### src/design/mpc_pkg.sv
`timescale 1ns / 1ps
// shared types, constants and colour tables of the mandelbrot pixel colouriser
package mpc_pkg;

   localparam int MAX_ITER_DEF   = 60;
   localparam int COORD_BITS_DEF = 11;

   localparam int ITER_BITS = 9;
   localparam int Z_BITS    = 30;
   localparam int PROD_BITS = 2 * Z_BITS;
   localparam int SQ_BITS   = 2 * Z_BITS - 1;
   localparam int FRAC      = 24;
   localparam int ZMAG_MAX  = (1 << 29) - 1;

   localparam logic [SQ_BITS-1:0] ESC_SUMSQ = SQ_BITS'(1000) << (2 * FRAC);

   localparam int CSR_ADDR_BITS = 4;

   typedef enum logic [1:0] {
      REG_FRAME_WIDTH,
      REG_FRAME_HEIGHT,
      REG_STEP_SCALE,
      REG_PIXEL_FORMAT
   } csr_reg_type;

   typedef enum logic {
      FMT_RGB888,
      FMT_RGB565
   } pix_fmt_type;

   localparam logic [11:0] FRAME_WIDTH_RST  = 12'd1024;
   localparam logic [11:0] FRAME_HEIGHT_RST = 12'd768;
   localparam logic [23:0] STEP_SCALE_RST   = 24'd83886;

   typedef struct packed {
      logic [11:0] frame_width;
      logic [11:0] frame_height;
      logic [23:0] step_scale;
      pix_fmt_type pixel_format;
   } csr_type;

   typedef struct packed {
      logic                     valid;
      logic                     done;
      logic                     chk;
      logic                     big;
      logic [ITER_BITS-1:0]     n;
      logic signed [Z_BITS-1:0] re;
      logic signed [Z_BITS-1:0] im;
      logic signed [Z_BITS-1:0] cre;
      logic signed [Z_BITS-1:0] cim;
   } cell_bus_type;

   typedef enum logic [1:0] {
      SEL_ZERO,
      SEL_HALF,
      SEL_RISE,
      SEL_FALL
   } sel_type;

   typedef struct packed {
      sel_type c0;
      sel_type c1;
      sel_type c2;
   } hue_sel_type;

   function automatic hue_sel_type hue_sels(input logic [2:0] hue);
      hue_sel_type s;
      case (hue)
         3'd0: s = '{SEL_HALF, SEL_RISE, SEL_ZERO};
         3'd1: s = '{SEL_FALL, SEL_HALF, SEL_ZERO};
         3'd2: s = '{SEL_ZERO, SEL_HALF, SEL_RISE};
         3'd3: s = '{SEL_ZERO, SEL_FALL, SEL_HALF};
         3'd4: s = '{SEL_RISE, SEL_ZERO, SEL_HALF};
         3'd5: s = '{SEL_HALF, SEL_ZERO, SEL_FALL};
         default: s = '{SEL_ZERO, SEL_ZERO, SEL_ZERO};
      endcase
      return s;
   endfunction

   // step on the ten-step ramp; the top of the ramp is the half level
   function automatic logic [3:0] ramp_step(input sel_type s, input logic [3:0] m);
      logic [3:0] k;
      case (s)
         SEL_HALF: k = 4'd10;
         SEL_RISE: k = m;
         SEL_FALL: k = 4'd10 - m;
         default:  k = 4'd0;
      endcase
      return k;
   endfunction

   function automatic logic [7:0] ramp8(input logic [3:0] k);
      logic [7:0] v;
      case (k)
         4'd0:  v = 8'd0;
         4'd1:  v = 8'd12;
         4'd2:  v = 8'd25;
         4'd3:  v = 8'd38;
         4'd4:  v = 8'd51;
         4'd5:  v = 8'd64;
         4'd6:  v = 8'd76;
         4'd7:  v = 8'd89;
         4'd8:  v = 8'd102;
         4'd9:  v = 8'd115;
         4'd10: v = 8'd128;
         default: v = 8'd0;
      endcase
      return v;
   endfunction

   function automatic logic [4:0] ramp5(input logic [3:0] k);
      logic [4:0] v;
      case (k)
         4'd0:  v = 5'd0;
         4'd1:  v = 5'd1;
         4'd2:  v = 5'd3;
         4'd3:  v = 5'd4;
         4'd4:  v = 5'd6;
         4'd5:  v = 5'd7;
         4'd6:  v = 5'd9;
         4'd7:  v = 5'd10;
         4'd8:  v = 5'd12;
         4'd9:  v = 5'd13;
         4'd10: v = 5'd15;
         default: v = 5'd0;
      endcase
      return v;
   endfunction

   function automatic logic [5:0] ramp6(input logic [3:0] k);
      logic [5:0] v;
      case (k)
         4'd0:  v = 6'd0;
         4'd1:  v = 6'd3;
         4'd2:  v = 6'd6;
         4'd3:  v = 6'd9;
         4'd4:  v = 6'd12;
         4'd5:  v = 6'd15;
         4'd6:  v = 6'd18;
         4'd7:  v = 6'd22;
         4'd8:  v = 6'd25;
         4'd9:  v = 6'd28;
         4'd10: v = 6'd31;
         default: v = 6'd0;
      endcase
      return v;
   endfunction

   function automatic logic [23:0] hue_word(input logic [2:0] hue, input logic [3:0] m,
                                            input pix_fmt_type fmt);
      hue_sel_type s;
      logic [3:0]  k0;
      logic [3:0]  k1;
      logic [3:0]  k2;
      logic [23:0] w;
      s  = hue_sels(hue);
      k0 = ramp_step(s.c0, m);
      k1 = ramp_step(s.c1, m);
      k2 = ramp_step(s.c2, m);
      if (fmt == FMT_RGB888) begin
         w = {ramp8(k2), ramp8(k1), ramp8(k0)};
      end else begin
         w = {8'd0, ramp5(k0), ramp6(k1), ramp5(k2)};
      end
      return w;
   endfunction

endpackage

### src/design/mpc_front.sv
`timescale 1ns / 1ps
// pixel to complex plane mapping, feeds the first iteration cell
module mpc_front #(
   parameter int COORD_BITS = mpc_pkg::COORD_BITS_DEF
) (
   input  logic                   clock,
   input  logic                   reset,
   input  logic                   advance,
   input  logic                   take,
   input  logic [COORD_BITS-1:0]  pixel_x,
   input  logic [COORD_BITS-1:0]  pixel_y,
   input  mpc_pkg::csr_type       csr,
   output mpc_pkg::cell_bus_type  bus_out
);
   import mpc_pkg::*;

   localparam int DW = (COORD_BITS > 11 ? COORD_BITS : 11) + 1;
   localparam int CW = DW + 25;
   localparam logic signed [CW-1:0] LIM_HI = CW'(ZMAG_MAX);
   localparam logic signed [CW-1:0] LIM_LO = -LIM_HI;

   logic signed [DW-1:0] dx;
   logic signed [DW-1:0] dy;
   logic signed [24:0]   scale;
   logic signed [CW-1:0] cre_in;
   logic signed [CW-1:0] cim_in;
   logic signed [CW-1:0] cre_ff;
   logic signed [CW-1:0] cim_ff;
   logic                 valid_ff;
   logic                 big_c;
   cell_bus_type         bus_ff;
   cell_bus_type         bus_in;

   assign dx     = $signed(DW'(pixel_x)) - $signed(DW'(csr.frame_width[11:1]));
   assign dy     = $signed(DW'(pixel_y)) - $signed(DW'(csr.frame_height[11:1]));
   assign scale  = $signed({1'b0, csr.step_scale});
   assign cre_in = dx * scale;
   assign cim_in = dy * scale;

   // a start point with a real or imaginary part of magnitude 32 or more escapes on the first iteration
   assign big_c = (cre_ff > LIM_HI) || (cre_ff < LIM_LO) ||
                  (cim_ff > LIM_HI) || (cim_ff < LIM_LO);

   always_comb begin
      bus_in.valid = valid_ff;
      bus_in.done  = big_c;
      bus_in.chk   = 1'b0;
      bus_in.big   = 1'b0;
      bus_in.n     = big_c ? ITER_BITS'(1) : '0;
      bus_in.re    = cre_ff[Z_BITS-1:0];
      bus_in.im    = cim_ff[Z_BITS-1:0];
      bus_in.cre   = cre_ff[Z_BITS-1:0];
      bus_in.cim   = cim_ff[Z_BITS-1:0];
   end

   always_ff @(posedge clock) begin
      if (reset) begin
         valid_ff     <= 1'b0;
         bus_ff.valid <= 1'b0;
      end else if (advance) begin
         valid_ff <= take;
         cre_ff   <= cre_in;
         cim_ff   <= cim_in;
         bus_ff   <= bus_in;
      end
   end

   assign bus_out = bus_ff;
endmodule

### config.mk
export PLATFORM = sky130hd
export DESIGN_NAME = mpc_front
export DESIGN_NICKNAME = d
export VERILOG_FILES = /design/src/design/mpc_pkg.sv /design/src/design/mpc_front.sv
export SDC_FILE = /design/constraint.sdc
export NUM_CORES = 1
export LEC_CHECK = 0
export ABC_CLOCK_PERIOD_IN_PS = 16100
export BUFFER_PORTS_ARGS = -buffer_cell sky130_fd_sc_hd__buf_4
export CAP_MARGIN = 10
export CORE_MARGIN = 5
export CORE_UTILIZATION = 55
export DETAILED_ROUTE_END_ITERATION = 7
export GPL_TIMING_DRIVEN = 0
export HOLD_SLACK_MARGIN = 0.03
export PLACE_DENSITY = 0.77
export SLEW_MARGIN = 20
export SYNTH_ARGS = -nofsm -noshare
export SYNTH_HDL_FRONTEND = slang
export SYNTH_SLANG_ARGS = --single-unit
### constraint.sdc
create_clock -name clock -period 16.1 [get_ports clock]
set_clock_uncertainty 0.15 [all_clocks]
set_input_delay 3.22 -clock clock [delete_from_list [all_inputs] [get_ports clock]]
set_output_delay 3.22 -clock clock [all_outputs]
set_load 0.01 [all_outputs]
* Word level (Yosys, flattened, before mapping) *
Cells that the tools add are included.

storage, ports and cells
  bits in registers = 146
  latch bits = 0
  RAM bits = 0
  bits in read-only memories = 0
  input port bits = 75
  output and inout bits = 133
  logic and storage cells = 22
  memories kept = 0

cells by class
  $add $sub $neg = 2
  $mul = 2
  divide/modulo/power cells = 0
  $lt $le $gt $ge = 4
  equal/unequal tests = 0
  shift-type cells = 0
  multiplexer cells = 1
  bitwise operators = 1
  reduce and logical (&&, ||, !) cells = 4

operators by type and width
  operator                                                                        count
  37-bit by 30-bit > comparator with 1-bit output, second input constant          2
  37-bit by 30-bit less-than comparator with 1-bit output, second input constant  2
  12-bit by 25-bit multiplier with 37-bit output                                  2
  11-bit by 11-bit subtractor with 12-bit output                                  2
  1-bit logical OR                                                                3
  2-bit AND reduction                                                             1
  1-bit two-way mux                                                               1
  1-bit inverter                                                                  1

* Longest topological paths before layout *
Gate-level depths: netlist (run 1).

  word-level depth = 5
  depth in mapped cells = 34
  gate-level depth less buffers = 33

* Least setup slack after synthesis (run 1) *
Ideal clock, no wire load.

  path type = input -> register
  start point = in pixel_x[0]
  end point = reg cre_ff[36], data pin
  library setup time = 0.260 ns
  arrival = 10.101 ns
  required time = 15.690 ns
  slack = 5.589 ns
  stages = 31
  path buffers = 1
  cell sequence = inv_1 > ha_1 > fa_1 > nor2b_1 > o21ai_1 > a21boi_1 > o21ai_1 > a21boi_1 > o21ai_1 > a2111o_1 > o311ai_1 > clkbuf_1 > nand2_1 > fa_1 > fa_1 > inv_1 > fa_1 > fa_1 > inv_1 > fa_1 > inv_1 > ha_1 > a21o_1 > a21oi_1 > nand3b_1 > o221ai_1 > a21oi_1 > a21bo_2 > a2111oi_0 > o21ai_1 > xnor2_1

between the ends
  word-level cells in the longest chain between the ends = 2

RTL lines
  item                                            line             text
  start, declared                                 mpc_front.sv:10  input logic [COORD_BITS-1:0] pixel_x,
  11-bit by 11-bit subtractor with 12-bit output  mpc_front.sv:34  assign dx = $signed(DW'(pixel_x)) - $signed(DW'(csr.frame_width[11:1]));
  12-bit by 25-bit multiplier with 37-bit output  mpc_front.sv:37  assign cre_in = dx * scale;
  via cre_in[36]                                  mpc_front.sv:25  logic signed [CW-1:0] cre_in;
  end signal, assigned                            mpc_front.sv:62  cre_ff <= cre_in;
  end, declared                                   mpc_front.sv:27  logic signed [CW-1:0] cre_ff;

The timed path passes the listed nets, and every way through them passes these cells.
A chain may end at the register's enable or synchronous reset.

* Final worst setup path (run 1) *
Same ends and word-level chain as after synthesis.

==> flow_metrics.env, run 1 <==
export IMPL_cp_slowest_stage_delay_ps=790
export IMPL_wl_per_cell_microns=18.0
export IMPL_synth_ff_type="edfxtp_1"
export IMPL_most_common_layout_cells="inv_1 (584), fa_1 (444), nand2_1 (377)"
export IMPL_die_width_microns=221
export IMPL_cp_slowest_cell="a2111oi_0"
export IMPL_drtIter0Drc=1177
export IMPL_hold_violations=0
export IMPL_start_kind="input pin"
export IMPL_period_needed_ps=12140
export IMPL_multi_input_area_sq_um=17400
export IMPL_cts_tree="done"
export IMPL_area_growth_pct=12.1
export IMPL_rsz0062_at_grt="no"
export IMPL_clock_latency_ps=460
export IMPL_gr_usage_all_layers_pct=26.0
export IMPL_synth_cells=2614
export IMPL_synth_area_per_cell_sq_um=9.41
export IMPL_path_max_fanout=11
export IMPL_cts_root_buf="clkbuf_16"
export IMPL_final_nets=3582
export IMPL_setup_viol_count_final=0
export IMPL_coreArea_sq_um=44200
export IMPL_die_area_sq_um=49100
export IMPL_num_rows=77
export IMPL_cts_htree_levels=4
export IMPL_numPortBuffers=194
export IMPL_drive_gt1_share_pct=11.1
export IMPL_cp_end_kind="flip-flop"
export IMPL_cts_clk_slew_worst_paths_ps=60
export IMPL_ys_ff_latch=137
export IMPL_crit_arrival_ps=12200
export IMPL_r2r_end="bus_out[131]$_DFFE_PP_"
export IMPL_synth_seq_area_share_pct=16.6
export IMPL_drt_wl_total_microns=62000
export IMPL_async_flop_share_pct=0
export IMPL_yosys_warnings=0
export IMPL_postCtsSetupRepairBufs=0
export IMPL_regArea_sq_um=4090
export IMPL_start_util_pct=55.6
export IMPL_max_slew_margin_pct=19.4
export IMPL_ys_types=66
export IMPL_dp_hpwl_microns=51500
export IMPL_fill_cells=3677
export IMPL_r2r_cells=4
export IMPL_layout_commonest_cell="inv_1"
export IMPL_grt_pass1_wl_microns=100000
export IMPL_critPathLaunch="pixel_x[0]"
export IMPL_r2r_setup_slack_ps=13510
export IMPL_cts_made_buffers=17
export IMPL_grt_max_degree=32
export IMPL_fin_crit_sh_pct=75.4
export IMPL_drcViolationCount=0
export IMPL_outcome="finished, final reports clean"
export IMPL_clock_fmax_ghz=0.0823
export IMPL_ctsResizeCount=0
export IMPL_hold_buffers=0
export IMPL_die_h_microns=221
export IMPL_viasPerCell=5.39
export IMPL_clock_path_buffers=2
export IMPL_synth_edf_count=135
export IMPL_synth_area_sq_um=24600
export IMPL_via_count=18600
export IMPL_pin_count=208
export IMPL_r2r_start="cim_ff[8]$_DFFE_PP_"
export IMPL_firstDrtPassIters=5
export IMPL_final_util_pct=62.3
export IMPL_cp_common_cell="fa_1"
export IMPL_ant_nets=0
export IMPL_fin_tns_setup_ps=0
export IMPL_cts_sinks=137
export IMPL_cp_required_ps=16150
export IMPL_grt_ovfl_total=0
export IMPL_min_path_type="flip-flop to flip-flop"
export IMPL_grt_pass1_vias=19700
export IMPL_gp_congestion=0.947
export IMPL_path_class="input pin to flip-flop"
export IMPL_antenna_found_initial=3
export IMPL_worstSetupEndpoint="cre_ff[36]$_DFFE_PP_"
export IMPL_maxSlewViolCount=0
export IMPL_worstMarginPinSlew_ps=1190
export IMPL_cap_violations=0
-- how the worst min path moves through the flow --
stage,start,slack [ps],to,cells past startpoint
4_1_cts,cim_ff[12]$_DFFE_PP_,300,bus_out[12]$_DFFE_PP_,0
5_1_grt,cim_ff[5]$_DFFE_PP_,300,bus_out[5]$_DFFE_PP_,0
3_3_place_gp,cim_ff[5]$_DFFE_PP_,280,bus_out[5]$_DFFE_PP_,0
6_report,cim_ff[12]$_DFFE_PP_,290,bus_out[12]$_DFFE_PP_,0
3_5_place_dp,cim_ff[12]$_DFFE_PP_,280,bus_out[12]$_DFFE_PP_,0
2_1_floorplan,cim_ff[14]$_DFFE_PP_,280,bus_out[14]$_DFFE_PP_,0
-- area by class of cell --
type	instances	area share, %
antenna	1	0.00908
inverter	584	7.95
buffer	175	3.35
sequential	137	14.9
multi-input combinational	1727	63.3
timing repair buffer	199	5.67
clock inverter	13	0.608
clock buffer	19	1.61
tap	592	2.69
-- Yosys cell counts, types with 49 or more instances --
cell      instances  area (sq um)
nand2b_1         80           500
buf_4            71           533
a21oi_1          58           290
inv_1           584          2190
fa_1            444          8890
ha_1            222          2780
clkbuf_1        103           387
nor2_1           76           285
xnor2_1          49           429
and2_1          133           832
nand2_1         377          1420
edfxtp_1        135          4050
-- kinds of logic after synthesis --
| kind of cell | count (synthesis) | share of synthesized area (%) |
|---|---|---|
| mux | 3 | 0.127 |
| compound gates | 216 | 5.91 |
| simple gates | 763 | 14.8 |
| other cells | 1 | 0.0152 |
| fa+ha+maj | 666 | 47.4 |
| buf+inv | 759 | 12.7 |
| xor+xnor | 69 | 2.46 |
| flops | 137 | 16.6 |
-- flip-flops by register name, indices dropped and copies added (netlist names) --
name	flops
valid_ff	1
bus_out	62
cre_ff	37
cim_ff	37
-- critical path, delay by kind of cell --
kind,cells,cell delay [ps]
buffers and inverters,6,990
xor gates and xnor gates,1,150
AOI/OAI and AO/OA,13,3910
and+or+nand+nor,4,470
adders and majority gates,8,3410
-- layer usage --
metal  up-vias  routed length, microns  global-route usage (%)
met5         -                      11                       0
met4         2                    3170                    12.6
met3       180                    5280                    6.22
met2       713                   30000                    43.6
met1      9341                   23400                    31.7
li1       8354                       -                       -
-- through the flow --
step / cell area (sq um) / hold WS, ps / cells / worst slack (ps)
global route: 27600 / 301 / 3446 / 3600
global placement: 26800 / 280 / 3409 / 3600
detailed placement: 27000 / 285 / 3414 / 3770
CTS: 27600 / 296 / 3446 / 4260
finish: 27600 / 295 / 3447 / 3960
floorplan: 24600 / 277 / 2623 / 5590
Power of run 1 is left out: the tool's default activity adds up to more than one toggle a clock period on the data nets, which glitch-free logic cannot reach.
==> run 2: changes to the inputs <==
ABC_CLOCK_PERIOD_IN_PS = 11500   (was 16100)
clock period = 11.5 ns   (was 16.1 ns; I/O delays follow)
==> flow_metrics.env, run 2 (synthesis gave the netlist of run 1 again) <==
export IMPL_die_h_microns=221
export IMPL_cts_clk_slew_worst_paths_ps=60
export IMPL_layout_commonest_cell="inv_1"
export IMPL_start_kind="input pin"
export IMPL_cap_violations=0
export IMPL_grt_ovfl_total=0
export IMPL_crit_arrival_ps=11140
export IMPL_r2r_setup_slack_ps=8910
export IMPL_period_needed_ps=11090
export IMPL_cp_required_ps=11560
export IMPL_grt_pass1_vias=19700
export IMPL_cts_made_buffers=17
export IMPL_viasPerCell=5.39
export IMPL_drive_gt1_share_pct=11.1
export IMPL_numPortBuffers=194
export IMPL_rsz0062_at_grt="no"
export IMPL_final_util_pct=62.4
export IMPL_firstDrtPassIters=5
export IMPL_area_growth_pct=12.1
export IMPL_ctsResizeCount=0
export IMPL_cp_slowest_stage_delay_ps=790
export IMPL_start_util_pct=55.6
export IMPL_drcViolationCount=0
export IMPL_final_nets=3582
export IMPL_max_slew_margin_pct=21.9
export IMPL_worstMarginPinSlew_ps=1150
export IMPL_fin_crit_sh_pct=96.4
export IMPL_die_width_microns=221
export IMPL_die_area_sq_um=49100
export IMPL_cts_root_buf="clkbuf_16"
export IMPL_fill_cells=3676
export IMPL_grt_max_degree=32
export IMPL_min_path_type="flip-flop to flip-flop"
export IMPL_outcome="finished, final reports clean"
export IMPL_clock_fmax_ghz=0.0902
export IMPL_pin_count=208
export IMPL_r2r_cells=4
export IMPL_clock_path_buffers=2
export IMPL_setup_viol_count_final=0
export IMPL_gr_usage_all_layers_pct=26.0
export IMPL_coreArea_sq_um=44200
export IMPL_cts_sinks=137
export IMPL_diodes=0
export IMPL_dp_hpwl_microns=51500
export IMPL_gp_congestion=0.947
export IMPL_wl_per_cell_microns=18.0
export IMPL_hold_violations=0
export IMPL_cp_common_cell="fa_1"
export IMPL_path_class="input pin to flip-flop"
export IMPL_hold_depth=0
export IMPL_path_max_fanout=10
export IMPL_maxSlewViolCount=0
export IMPL_postCtsSetupRepairBufs=0
export IMPL_num_rows=77
export IMPL_largest_register_ffs=62
export IMPL_ant_nets=0
export IMPL_antenna_found_initial=3
export IMPL_cts_htree_levels=4
export IMPL_cp_slowest_cell="a2111oi_0"
export IMPL_hold_buffers=0
export IMPL_drtIter0Drc=1192
export IMPL_multi_input_area_sq_um=17500
export IMPL_path_delay_family="adder cells"
export IMPL_via_count=18600
export IMPL_grt_pass1_wl_microns=100000
export IMPL_regArea_sq_um=4090
export IMPL_path_depth=32
export IMPL_drt_wl_total_microns=61900
export IMPL_crit_buf_inv=6
export IMPL_clock_latency_ps=460
export IMPL_cts_tree="done"
export IMPL_most_common_layout_cells="inv_1 (584), fa_1 (444), nand2_1 (377)"
export IMPL_cp_end_kind="flip-flop"
[run 2: routing by layer]
layer	track usage, %	up-vias	wire [microns]
met2	43.6	712	30100
met1	31.7	9334	23600
met5	0	-	11
met4	12.6	2	3120
met3	6.22	176	5110
li1	-	8350	-
[run 2: worst paths after layout]
| check | from | end |
|---|---|---|
| min | cim_ff[12]$_DFFE_PP_ | bus_out[12]$_DFFE_PP_ |
| min reg2reg | cim_ff[12]$_DFFE_PP_ | bus_out[12]$_DFFE_PP_ |
| max | pixel_x[0] | cre_ff[36]$_DFFE_PP_ |
| max reg2reg | cim_ff[8]$_DFFE_PP_ | bus_out[131]$_DFFE_PP_ |
[run 2: metrics by stage]
stage	worst slack [ps]	cells	hold slack (ps)	TNS, ps	instance area (sq um)
after detailed placement	85.0	3414	285	0	27000
final	414	3446	295	0	27600
after global routing	31.2	3446	301	0	27600
after global placement	-79.4	3409	280	-8600	26800
after CTS	582	3446	296	0	27600
after floorplan	1910	2623	277	0	24600
[run 2: worst register-to-register path, stage by stage, from the launching register on]
cell and delay, ps:
edfxtp_1 420, nor4_1 560, nand4_1 430, o21ai_0 660, a22o_1 240
[run 2: final cells by class]
cell class              count  share of cell area (%)
multi-input cells        1727                    63.3
flip-flops and latches    137                    14.8
inverters                 584                    7.95
repair buffers            199                    5.67
plain buffers             175                    3.35
well taps                 592                    2.69
clock buffers              19                    1.61
clock inverters            13                   0.608
Power of run 2 is left out for the same reason.
==> run 3: changes to the inputs <==
ABC_CLOCK_PERIOD_IN_PS = 9400   (was 11500)
GPL_ROUTABILITY_DRIVEN = 0   (was not set)
PLACE_DENSITY = 0.8   (was 0.77)
clock period = 9.4 ns   (was 11.5 ns; I/O delays follow)
==> flow_metrics.env, run 3 (synthesis gave the netlist of run 1 again) <==
export IMPL_gr_usage_all_layers_pct=24.6
export IMPL_cts_sinks=137
export IMPL_wl_per_cell_microns=17.2
export IMPL_fin_crit_sh_pct=96.7
export IMPL_area_growth_pct=13.8
export IMPL_r2r_cells=4
export IMPL_layout_commonest_cell="inv_1"
export IMPL_cp_required_ps=9440
export IMPL_grt_pass1_vias=19900
export IMPL_hold_depth=0
export IMPL_cts_root_buf="clkbuf_16"
export IMPL_min_path_type="flip-flop to flip-flop"
export IMPL_start_util_pct=55.6
export IMPL_r2r_end="bus_out[131]$_DFFE_PP_"
export IMPL_drt_wl_total_microns=59400
export IMPL_crit_arrival_ps=9130
export IMPL_path_class="input pin to flip-flop"
export IMPL_violations="design-rule violations"
export IMPL_worstMarginPinSlew_ps=1130
export IMPL_fill_cells=3534
export IMPL_die_width_microns=221
export IMPL_cts_clk_slew_worst_paths_ps=60
export IMPL_pin_count=208
export IMPL_grt_ovfl_total=0
export IMPL_ant_nets=0
export IMPL_coreArea_sq_um=44200
export IMPL_viasPerCell=5.48
export IMPL_largest_register_ffs=62
export IMPL_setup_viol_count_final=0
export IMPL_antenna_found_initial=1
export IMPL_cp_end_kind="flip-flop"
export IMPL_period_needed_ps=9090
export IMPL_cp_slowest_cell="fa_1"
export IMPL_via_count=18900
export IMPL_min_to="bus_out[41]$_DFFE_PP_"
export IMPL_numPortBuffers=194
export IMPL_fin_tns_setup_ps=0
export IMPL_final_cell_area_sq_um=28000
export IMPL_final_nets=3587
export IMPL_outcome="finished with violations"
export IMPL_clock_path_buffers=2
export IMPL_drcViolationCount=2
export IMPL_max_slew_margin_pct=24.4
export IMPL_r2r_start="cre_ff[8]$_DFFE_PP_"
export IMPL_num_rows=77
export IMPL_start_kind="input pin"
export IMPL_clock_latency_ps=470
export IMPL_hold_slack_ps=297
export IMPL_cp_slowest_stage_delay_ps=530
export IMPL_cts_made_buffers=17
export IMPL_path_max_fanout=10
export IMPL_maxSlewViolCount=0
export IMPL_hold_violations=0
export IMPL_placed_cell_area_sq_um=27000
export IMPL_drive_gt1_share_pct=13.3
export IMPL_grt_max_degree=32
export IMPL_firstDrtPassIters=8
export IMPL_die_h_microns=221
export IMPL_cts_tree="done"
export IMPL_most_common_layout_cells="inv_1 (583), fa_1 (443), nand2_1 (375)"
export IMPL_hp_start="cre_ff[11]$_DFFE_PP_"
export IMPL_grt_pass1_wl_microns=97000
export IMPL_cts_htree_levels=4
export IMPL_drtIter0Drc=1537
export IMPL_cp_common_cell="fa_1"
export IMPL_dp_hpwl_microns=49800
export IMPL_final_util_pct=63.3
export IMPL_die_area_sq_um=49100
export IMPL_r2r_setup_slack_ps=6980
export IMPL_cap_violations=0
export IMPL_clock_fmax_ghz=0.110
==> run 3: changes by cell type in the layout (fill, tap and decap cells not counted), sizes merged <==
cell / before / now
inv: 587 / 584
diode: 0 / 1
buf: 271 / 285
clkinvlp: 2 / 3
clkbuf: 122 / 116
clkinv: 5 / 4
==> run 3: worst max path at each step <==
stage	startpoint	to	slack, ps	cells after the start
2_1_floorplan	pixel_x[0]	cre_ff[36]$_DFFE_PP_	230	31
3_3_place_gp	advance	cre_ff[35]$_DFFE_PP_	-1670	2
3_5_place_dp	pixel_x[0]	cre_ff[36]$_DFFE_PP_	-1610	32
4_1_cts	pixel_x[0]	cre_ff[36]$_DFFE_PP_	-8	32
5_1_grt	csr[27]	cim_ff[36]$_DFFE_PP_	-50	33
6_report	pixel_x[1]	cre_ff[27]$_DFFE_PP_	310	28
==> run 3: per-layer routing <==
| layer | vias up | global-route usage [%] | share of wire, % |
|---|---|---|---|
| met2 | 896 | 42.0 | 50 |
| met4 | 0 | 11.7 | 4.8 |
| met5 | - | 0 | 0 |
| met3 | 203 | 6.67 | 9.6 |
| li1 | 8370 | - | - |
| met1 | 9437 | 29.1 | 36 |
==> run 3: final cells by class <==
type | count | area [sq um] | area share (%)
timing repair buffer | 205 | 1620 | 5.77
clock buffer | 22 | 474 | 1.69
tap | 592 | 741 | 2.65
antenna | 1 | 2.50 | 0.00894
multi-input combinational | 1727 | 17800 | 63.4
clock inverter | 10 | 141 | 0.505
inverter | 584 | 2200 | 7.84
buffer | 174 | 985 | 3.52
sequential | 137 | 4090 | 14.6
==> run 3: what timing repair did <==
item	CTS	global route
gates resized for setup	35	90
endpoints found under the setup margin	30	33
pin swaps	1	11
buffers inserted	3	3
hold buffers	0	0
==> run 3: metrics by stage <==
step / instances / setup WS, ps
final: 3452 / 314
after global routing: 3451 / -49.3
after CTS: 3449 / -8.10
after detailed placement: 3414 / -1610
after global placement: 3409 / -1670
after floorplan: 2623 / 229
==> run 3: critical path: cells and delay by family <==
kind / cells / cell delay [ps]
fa+ha+maj: 7 / 3160
simple gates: 5 / 830
xor+xnor: 1 / 220
compound gates: 10 / 2480
buf+inv: 5 / 540
Power of run 3 is left out for the same reason.
